<file path="src/design/sfid_pkg.sv">
`timescale 1ns / 1ps
`default_nettype none

package sfid_pkg;

  // Largest number handed out, and the fixed width of the number fields.
  localparam int MAX_VALUE_DEF = 1024;
  localparam int NUM_W         = 11;

  // Request codes.
  localparam logic REQ_POP = 1'b0;
  localparam logic REQ_ADD = 1'b1;

  // Result status codes.
  localparam logic STATUS_OK        = 1'b0;
  localparam logic STATUS_EXHAUSTED = 1'b1;

  // Commands from the controller to the datapath.
  typedef struct packed {
    logic capture;  // latch the accepted request
    logic rd_num;   // read the bitmap word that holds the add-back number
    logic rd_sum;   // read the lowest bitmap word with a returned number
    logic emit_wm;  // issue the watermark or report exhaustion
    logic wr_add;   // set the add-back bit and write the word back
    logic wr_pop;   // clear the lowest set bit, write back, issue it
  } cmd_t;

  // Status from the datapath to the controller.
  typedef struct packed {
    logic is_add;    // latched request is an add-back
    logic add_ok;    // add-back number lies in 1..watermark-1
    logic any_ret;   // at least one returned number is held
    logic out_free;  // output register can take a beat this cycle
  } sts_t;

endpackage

`default_nettype wire

</file>
<file path="src/design/sfid_ctrl.sv">
`timescale 1ns / 1ps
`default_nettype none

module sfid_ctrl (
  input  wire logic          clk_i,
  input  wire logic          rst_ni,
  input  wire logic          in_valid_i,
  output logic               in_stall_o,
  input  wire sfid_pkg::sts_t sts_i,
  output sfid_pkg::cmd_t     cmd_o
);

  typedef enum logic [1:0] {
    ST_IDLE,
    ST_DECIDE,
    ST_UPDATE
  } state_e;

  state_e state_q;
  state_e state_d;

  assign in_stall_o = (state_q != ST_IDLE);

  always_comb begin
    cmd_o   = '0;
    state_d = state_q;
    case (state_q)
      ST_IDLE: begin
        if (in_valid_i) begin
          cmd_o.capture = 1'b1;
          state_d       = ST_DECIDE;
        end
      end
      ST_DECIDE: begin
        if (sts_i.is_add) begin
          if (sts_i.add_ok) begin
            cmd_o.rd_num = 1'b1;
            state_d      = ST_UPDATE;
          end else begin
            state_d = ST_IDLE;
          end
        end else if (sts_i.any_ret) begin
          cmd_o.rd_sum = 1'b1;
          state_d      = ST_UPDATE;
        end else if (sts_i.out_free) begin
          cmd_o.emit_wm = 1'b1;
          state_d       = ST_IDLE;
        end
      end
      ST_UPDATE: begin
        if (sts_i.is_add) begin
          cmd_o.wr_add = 1'b1;
          state_d      = ST_IDLE;
        end else if (sts_i.out_free) begin
          // A pop commits its write-back only once the result can be stored.
          cmd_o.wr_pop = 1'b1;
          state_d      = ST_IDLE;
        end
      end
      default: begin
        state_d = ST_IDLE;
      end
    endcase
  end

  always_ff @(posedge clk_i or negedge rst_ni) begin
    if (!rst_ni) begin
      state_q <= ST_IDLE;
    end else begin
      state_q <= state_d;
    end
  end

endmodule

`default_nettype wire

</file>
<file path="src/design/sfid_dpath.sv">
`timescale 1ns / 1ps
`default_nettype none

module sfid_dpath #(
  parameter int MAX_VALUE = sfid_pkg::MAX_VALUE_DEF
) (
  input  wire logic                      clk_i,
  input  wire logic                      rst_ni,
  input  wire logic                      req_type_i,
  input  wire logic [sfid_pkg::NUM_W-1:0] number_i,
  input  wire logic                      out_stall_i,
  output logic                           out_valid_o,
  output logic [sfid_pkg::NUM_W-1:0]     value_o,
  output logic                           status_o,
  input  wire sfid_pkg::cmd_t            cmd_i,
  output sfid_pkg::sts_t                 sts_o
);

  localparam int NUM_W  = sfid_pkg::NUM_W;
  localparam int WM_W   = $clog2(MAX_VALUE + 2);
  localparam int LOG_W  = ($clog2(MAX_VALUE) + 1) / 2;
  localparam int WORD_W = 1 << LOG_W;
  localparam int NW     = (MAX_VALUE + WORD_W - 1) / WORD_W;
  localparam int AW     = (NW > 1) ? $clog2(NW) : 1;
  localparam int CMP_W  = (WM_W > NUM_W) ? WM_W : NUM_W;

  logic              req_q;
  logic [NUM_W-1:0]  num_q;
  logic [WM_W-1:0]   wm_q;
  logic [NW-1:0]     sum_q;
  logic [AW-1:0]     widx_q;
  logic [WORD_W-1:0] rd_q;
  logic [WORD_W-1:0] mem [NW];

  logic              out_valid_q;
  logic [NUM_W-1:0]  value_q;
  logic              status_q;

  logic              wm_ok;
  logic [WM_W-1:0]   num_m1;
  logic [AW-1:0]     add_idx;
  logic [LOG_W-1:0]  add_bit;
  logic [AW-1:0]     sum_idx;
  logic [AW-1:0]     rd_addr;
  logic [WORD_W-1:0] word_cur;
  logic [LOG_W-1:0]  pop_bit;
  logic [WORD_W-1:0] word_new;
  logic [WM_W-1:0]   pop_value;
  logic              rd_en;
  logic              wr_en;

  assign wm_ok = (wm_q <= WM_W'(MAX_VALUE));

  assign sts_o.is_add   = (req_q == sfid_pkg::REQ_ADD);
  assign sts_o.add_ok   = (num_q != '0) && (CMP_W'(num_q) < CMP_W'(wm_q));
  assign sts_o.any_ret  = |sum_q;
  assign sts_o.out_free = !out_valid_q || !out_stall_i;

  // An accepted add-back lies below the watermark, so num - 1 fits WM_W bits.
  assign num_m1  = WM_W'(num_q) - WM_W'(1);
  assign add_idx = AW'(num_m1 >> LOG_W);
  assign add_bit = num_m1[LOG_W-1:0];

  always_comb begin
    sum_idx = '0;
    for (int i = NW - 1; i >= 0; i--) begin
      if (sum_q[i]) begin
        sum_idx = AW'(i);
      end
    end
  end

  assign rd_addr = cmd_i.rd_num ? add_idx : sum_idx;
  assign rd_en   = cmd_i.rd_num || cmd_i.rd_sum;

  // A word whose summary bit is clear holds no returned number, whatever the
  // memory still contains from before reset.
  assign word_cur = sum_q[widx_q] ? rd_q : '0;

  always_comb begin
    pop_bit = '0;
    for (int i = WORD_W - 1; i >= 0; i--) begin
      if (word_cur[i]) begin
        pop_bit = LOG_W'(i);
      end
    end
  end

  assign pop_value = WM_W'({widx_q, pop_bit}) + WM_W'(1);

  always_comb begin
    if (cmd_i.wr_add) begin
      word_new = word_cur | (WORD_W'(1) << add_bit);
    end else begin
      word_new = word_cur & ~(WORD_W'(1) << pop_bit);
    end
  end

  assign wr_en = cmd_i.wr_add || cmd_i.wr_pop;

  always_ff @(posedge clk_i) begin
    if (wr_en) begin
      mem[widx_q] <= word_new;
    end
    if (rd_en) begin
      rd_q <= mem[rd_addr];
    end
  end

  always_ff @(posedge clk_i) begin
    if (cmd_i.capture) begin
      req_q <= req_type_i;
      num_q <= number_i;
    end
    if (rd_en) begin
      widx_q <= rd_addr;
    end
    if (cmd_i.emit_wm) begin
      if (wm_ok) begin
        value_q  <= NUM_W'(wm_q);
        status_q <= sfid_pkg::STATUS_OK;
      end else begin
        value_q  <= '0;
        status_q <= sfid_pkg::STATUS_EXHAUSTED;
      end
    end else if (cmd_i.wr_pop) begin
      value_q  <= NUM_W'(pop_value);
      status_q <= sfid_pkg::STATUS_OK;
    end
  end

  always_ff @(posedge clk_i or negedge rst_ni) begin
    if (!rst_ni) begin
      wm_q        <= WM_W'(1);
      sum_q       <= '0;
      out_valid_q <= 1'b0;
    end else begin
      if (cmd_i.emit_wm && wm_ok) begin
        wm_q <= wm_q + WM_W'(1);
      end
      if (wr_en) begin
        sum_q[widx_q] <= (word_new != '0);
      end
      if (cmd_i.emit_wm || cmd_i.wr_pop) begin
        out_valid_q <= 1'b1;
      end else if (!out_stall_i) begin
        out_valid_q <= 1'b0;
      end
    end
  end

  assign out_valid_o = out_valid_q;
  assign value_o     = value_q;
  assign status_o    = status_q;

endmodule

`default_nettype wire

</file>
<file path="src/design/smallest_free_id_allocator_top.sv">
`timescale 1ns / 1ps
`default_nettype none

// Smallest free ID allocator: a pop returns the smallest free number in
// 1..MAX_VALUE (value 0 with status 1 when none is left), and an add-back
// returns an issued number to the pool without producing a beat. Requests are
// handled one at a time: an add-back outside 1..watermark-1 is dropped, and an
// accepted one sets its bit in a read-modify-write of its bitmap word. A pop
// issues the watermark, or clears the lowest returned number's bit in a
// read-modify-write; it waits while the output register holds a stalled beat.
// The bitmap sits in a single-port word memory, addressed through a search
// of the per-word summary bits. The summary bits are cleared at reset and mask
// stale memory words, so requests are taken right after reset with no clearing pass.
module smallest_free_id_allocator_top #(
  parameter int MAX_VALUE = sfid_pkg::MAX_VALUE_DEF
) (
  input  wire logic                       clk_i,
  input  wire logic                       rst_ni,
  input  wire logic                       in_valid_i,
  output logic                            in_stall_o,
  input  wire logic                       req_type_i,
  input  wire logic [sfid_pkg::NUM_W-1:0] number_i,
  output logic                            out_valid_o,
  input  wire logic                       out_stall_i,
  output logic [sfid_pkg::NUM_W-1:0]      value_o,
  output logic                            status_o
);

  sfid_pkg::cmd_t cmd;
  sfid_pkg::sts_t sts;

  sfid_ctrl u_ctrl (
    .clk_i      (clk_i),
    .rst_ni     (rst_ni),
    .in_valid_i (in_valid_i),
    .in_stall_o (in_stall_o),
    .sts_i      (sts),
    .cmd_o      (cmd)
  );

  sfid_dpath #(
    .MAX_VALUE (MAX_VALUE)
  ) u_dpath (
    .clk_i       (clk_i),
    .rst_ni      (rst_ni),
    .req_type_i  (req_type_i),
    .number_i    (number_i),
    .out_stall_i (out_stall_i),
    .out_valid_o (out_valid_o),
    .value_o     (value_o),
    .status_o    (status_o),
    .cmd_i       (cmd),
    .sts_o       (sts)
  );

endmodule

`default_nettype wire

</file>
<file path="config.mk">
export PLATFORM = sky130hd
export DESIGN_NAME = smallest_free_id_allocator_top
export DESIGN_NICKNAME = d
export VERILOG_FILES = /design/src/design/sfid_pkg.sv /design/src/design/sfid_ctrl.sv /design/src/design/sfid_dpath.sv /design/src/design/smallest_free_id_allocator_top.sv
export SDC_FILE = /design/constraint.sdc
export NUM_CORES = 1
export LEC_CHECK = 0
export ABC_AREA = 1
export BUFFER_PORTS_ARGS = -buffer_cell sky130_fd_sc_hd__buf_2
export CAP_MARGIN = 30
export CORE_MARGIN = 3
export CORE_UTILIZATION = 32
export DETAILED_ROUTE_END_ITERATION = 16
export PLACE_DENSITY = 0.45
export SLEW_MARGIN = 20
export SYNTH_ARGS = -nofsm -noshare
export SYNTH_HDL_FRONTEND = slang
export SYNTH_SLANG_ARGS = --single-unit
</file>
<file path="constraint.sdc">
create_clock -name clk_i -period 6.8 [get_ports clk_i]
set_input_delay 0.34 -clock clk_i [delete_from_list [all_inputs] [get_ports clk_i]]
set_output_delay 0.34 -clock clk_i [all_outputs]
set_load 0.02 [all_outputs]
</file>
Yosys cells after proc, flatten, opt, wreduce, memory -nomap -nowiden --
Memory sizes are Yosys's and may differ from the RTL's. A register that Yosys moved wholly into a read port is not among the register bits. Cells that the tools add are included.
Word-level totals: flip-flop bits (word level) 75, memory bits (writable) 1024, input bits 16, output and inout bits 14, word-level logic and storage cells 142, memories 1
Operators by class: add/subtract/negate cells 3, $lt $le $gt $ge 4, equal/unequal tests 4, shift-type cells 2, multiplexer cells 101, bitwise operators 3, reduce and logical (&&, ||, !) cells 15
Memory list:
- u_dpath.mem | words 32, bits a word 32, rd ports 1, clocked after memory_dff 1, wr ports 1, line sfid_dpath.sv:33 | logic [WORD_W-1:0] mem [NW];
Operator list (number):
- $mux W5 | 65
- $mux W32 | 2
- $shl A1 B5 Y32 const A | 2
- $mux W11 | 3
- $and A32 B32 Y32 | 1
- $bwmux W32 | 1
- $not A32 Y32 | 1
- $or A32 B32 Y32 | 1
- $reduce_bool A32 Y1 | 1
- $reduce_or A32 Y1 | 1
- $mux W1 | 18
- $mux W2 | 8
- $add A10 B1 Y11 const B | 1
- $add A11 B1 Y11 const B | 1
- $le A11 B11 Y1 const B | 1
- $lt A11 B11 Y1 | 1
- $reduce_bool A11 Y1 | 1
- $sub A10 B1 Y10 const B | 1
- $lt A5 B6 Y1 const B | 1
- $pmux W2 S3 | 1
- $bmux W1 S5 | 1
- $demux W1 S5 | 1
- $ge A5 B1 Y1 const B | 1
- $logic_or A1 B1 Y1 | 4
- 9 further kinds | 13

Longest topological paths before layout --
word-level depth 41, gate-level depth with buffers 56, mapped depth without buffers 51

By module --
Synthesis repeated with hierarchy kept, for this count alone.
Second synthesis, totals: cell total of the unflattened synthesis 4008, area total of the unflattened synthesis 47296.6 sq um
By module, submodules not included:
- sfid_dpath | instances 1, cells an instance 3979, area each 47137.7 sq um
- sfid_ctrl | instances 1, cells an instance 29, area each 158.9 sq um

Least setup slack after synthesis --
OpenSTA, ideal clock, no wires.
path type reg-to-reg, start register u_dpath.widx_q[0], end register u_dpath.sum_q[0], data arrival time 5.235 ns, required time 6.596 ns, slack 1.361 ns, stages on the path, launching flop included 54, period minus slack after synthesis 5.439 ns, cell sequence edfxtp_1 -> buf_4 -> inv_2 -> buf_6 -> nand2_1 -> nand2_1 -> nand2_1 -> nand2_1 -> nand2_1 -> nand2_1 -> nor2_2 -> nand2_2 -> buf_2 -> nand3_1 -> nand2_1 -> nand2_1 -> nand2_1 -> nand2_1 -> [... 18 more ...] -> nand2_1 -> nand2_1 -> nand2_1 -> nand2_1 -> nand2_1 -> nand2_1 -> a21oi_1 -> ha_1 -> nand3_1 -> o21ai_0 -> o21ai_0 -> nor4_1 -> nand4_1 -> or2_1 -> buf_2 -> clkbuf_1 -> nand2_1 -> o21ai_0
On the way: cells in the longest elaborated chain, start to end 41, elaborated cells between the ends (all ways) 47, classes of those cells order compare: 2; shift: 1; mux: 39; bitwise: 3; reduce/logical: 2
Ends and longest elaborated chain:
- start: declaration | line sfid_dpath.sv:31 | logic [AW-1:0] widx_q;
- start signal: assignment | line sfid_dpath.sv:116 | widx_q <= rd_addr;
- $bmux W1 S5 (*) | line sfid_dpath.sv:78 | assign word_cur = sum_q[widx_q] ? rd_q : '0;
- $mux W1 (implied by the code) (*) | line sfid_dpath.sv:78
- $mux W32 (*) | line sfid_dpath.sv:78
- $mux W5 (32 in series) | line sfid_dpath.sv:83 | if (word_cur[i]) begin
- $shl A1 B5 Y32 | line sfid_dpath.sv:95 | word_new = word_cur & ~(WORD_W'(1) << pop_bit);
- $not A32 Y32 | line sfid_dpath.sv:95
- $and A32 B32 Y32 | line sfid_dpath.sv:95
- $mux W32 (*) | line sfid_dpath.sv:92 | if (cmd_i.wr_add) begin
- named net u_dpath.word_new[1] | line sfid_dpath.sv:47 | logic [WORD_W-1:0] word_new;
- $reduce_bool A32 Y1 (*) | line sfid_dpath.sv:142 | sum_q[widx_q] <= (word_new != '0);
- $bwmux W32 (*) | line sfid_dpath.sv:142
- end signal: indexed assignment | line sfid_dpath.sv:142
- end: declaration | line sfid_dpath.sv:30 | logic [NW-1:0] sum_q;
Mark *: on every way through the listed nets, which the timed path passes. The rest lies on a longest branch. The select of a mux whose other input is x is not followed. A chain may end at the register's enable or synchronous reset.

Final worst setup path --
start register u_dpath.widx_q[1], end register u_dpath.sum_q[6]
Same word-level chain as after synthesis.

==> flow_summary.yaml <==
run_status:
  status: "finished clean"
place:
  portBuffers: 29
  placed_area_sq_um: 50500
  hpwl_microns: 87200
  gp_congestion: 0.921
  dp_cells: 5837
clocking:
  cts_setup_buffers: 0
  htreeDepth: 3
  clockBufferDepth: 3
  cts_root_buf: "clkbuf_16"
  clk_pin_slew_worst_paths_ns: 0.06
  cts_tree: "built"
  cts_buffers: 120
  clk_latency_ns: 0.76
  cts_sinks: 1131
final_layout:
  final_cell_mix: "edfxtp_1, nor2_1, o21ai_0"
  mostFrequentLayoutCell: "edfxtp_1"
  nNetsFinal: 4090
  area_growth_pct: 15.9
  antenna_cells: 0
  drive_above_1_share: 0.104
  postLayoutCellArea_sq_um: 54500
  fin_cells: 6071
logic_synthesis:
  synth_area_leader_cell: "edfxtp_1"
  synth_nets: 4025
  ys_warn_count: 0
  synth_top_area_share: 0.693
  netlist_instances: 3991
  synth_flop_cell: "edfxtp_1"
  synth_edf_count: 1085
  ys_types: 47
  syn_avg_cell_area_sq_um: 11.8
  ys_top_cells_by_area: "edfxtp_1, nor2_1, o21ai_0, o211ai_1, nand2_1"
  synth-async-reset-ratio: 0.0407
  synth_sequential_area_ratio: 0.718
  ys_seq_elements: 1131
  synthesis.area_sq_um: 47000
die:
  fp.coreArea_sq_um: 146000
  die_area_sq_um: 152000
  initial_core_util: 0.323
  die_h_microns: 389
  dieWidth_microns: 389
  ios: 30
  rows: 140
sta:
  worst_pin_slew_ns: 1.00
  maxSlewHeadroom: 0.331
  maxSlewViolCount: 0
  fin_crit_ns: 6.24
  final-hold-violation-count: 0
  fmax_mhz: 160
  finalCritPeriodShare: 0.918
  setup_viol: 0
  rsz0062_at_grt: "false"
  fin_tns_setup_ns: 0
  fin_skew_ns: 0.0622
setup_path:
  cp_common_cell: "nand2_1"
  critical_path.startpoint: "u_dpath.widx_q[1]"
  crit_type: "reg -> reg"
  critPathArrivalTime_ns: 6.88
  reg2reg_from: "u_dpath.widx_q[1]"
  end_kind: "flip-flop"
  start_kind: "flip-flop"
  critPathMaxFanout: 33
  crit_path_max_incr_delay_ns: 0.63
  r2r_cells: 45
  worstPathRequired_ns: 7.44
  cpMaxStageDelayCell: "edfxtp_1"
routing:
  drc: 0
  ant_nets: 0
  num_vias: 31553
  viasPerCell: 5.20
  drt_first_iter_violations: 3058
  routed_wl_microns: 156000
  dr.pass1.iters: 7
  wl_per_cell_microns: 25.7
hold_path:
  hold_path_depth: 4
  hold_path_class: "in -> reg"
  min-delay-start: "in_valid_i"
global_route:
  antenna_found_initial: 1
  grtUsageTotal: 0.203
  grt_remaining_overflow: 0
  grt_first_pass_wirelength_microns: 225000
  grt_pass1_vias: 30369
  grt_start_max_net_pins: 145
job:
  cap_viol_max_count: 0
==> metrics by stage <==
stage	utilization	setup slack (ns)	hold WS, ns
2_1_floorplan	-	1.36	0.0444
3_3_place_gp	0.345	0.290	0.471
3_5_place_dp	0.347	0.461	0.475
4_1_cts	0.374	0.426	0.0860
5_1_grt	0.374	0.0301	0.141
6_report	0.374	0.559	0.146
==> kinds of logic (layout without fill, tap and decap cells) <==
group | after synthesis | after routing | share of synthesized area
and+or+nand+nor | 1554 | 1554 | 0.132
xor gates and xnor gates | 10 | 10 | 0.00186
adders and majority gates | 18 | 18 | 0.00479
buffers and inverters | 375 | 538 | 0.0307
DFF | 1131 | 1131 | 0.718
AOI/OAI and AO/OA | 894 | 894 | 0.111
muxes | 9 | 9 | 0.00216
==> layout make-up <==
type / count / area (sq um)
flip-flops and latches: 1131 / 33700
clock buffers: 153 / 3190
multi-input cells: 2485 / 12200
repair buffers: 174 / 1760
inverters: 144 / 563
clock inverters: 67 / 656
well taps: 1917 / 2400
fillers: 14158 / 91200
==> registers in the layout, indices dropped and copies added (netlist names) <==
register	flops
u_dpath.sum_q	32
u_dpath.out_valid_o	1
u_dpath.num_q	11
u_dpath.rd_q	32
u_dpath.req_q	1
u_dpath.status_o	1
u_dpath.value_o	11
u_ctrl.state_q	2
u_dpath.wm_q	11
u_dpath.widx_q	5
u_dpath.mem	1024
==> final timing paths <==
kind | slack [ns] | end
max | 0.56 | u_dpath.sum_q[6]
max in group asynchronous | 6.09 | u_dpath.sum_q[22]
min reg2reg | 0.49 | u_dpath.wm_q[4]
min in group asynchronous | 0.27 | u_dpath.out_valid_o
max reg2reg | 0.56 | u_dpath.sum_q[6]
min | 0.15 | u_dpath.num_q[5]
==> synth_stat cells (4+ instances only) <==
cell	count
edfxtp_1	1085
nor2_1	883
o21ai_0	560
nand2_1	440
o211ai_1	260
clkbuf_1	203
nand3_1	163
inv_1	123
dfrtp_1	45
a21oi_1	28
nor3_1	25
inv_2	20
ha_1	18
buf_1	17
o21ai_1	16
nand4_1	12
nor4_1	12
mux2_2	9
xor2_1	9
a31oi_1	8
buf_2	6
nand2_2	6
a22oi_1	4
nor2_2	4
o31ai_1	4
==> layer usage <==
layer | GRT usage | routed length (microns) | up-vias
li1 | - | - | 14458
met1 | 0.287 | 71500 | 16150
met2 | 0.334 | 74400 | 784
met3 | 0.0233 | 6970 | 161
met4 | 0.0493 | 2930 | 0
met5 | 0 | 0 | -
==> critical path, delay by kind of cell (launching register included) <==
family                   cells  cell delay (ns)
buffers and inverters        5             1.09
AND/OR/NAND/NOR             35             3.40
AO/OA/AOI/OAI                2             0.21
multiplexers                 1             0.32
adder cells (fa/ha/maj)      2             0.39
flip-flops                   1             0.63
==> what timing repair did <==
item | CTS | global route
resized for setup | 0 | 1
endpoints found under the hold margin | 59 | 0
hold buffers | 14 | 0
setup endpoints to repair | 0 | 32
Power is left out: the tool's default activity adds up to more than one toggle a clock period on the data nets, which glitch-free logic cannot reach.
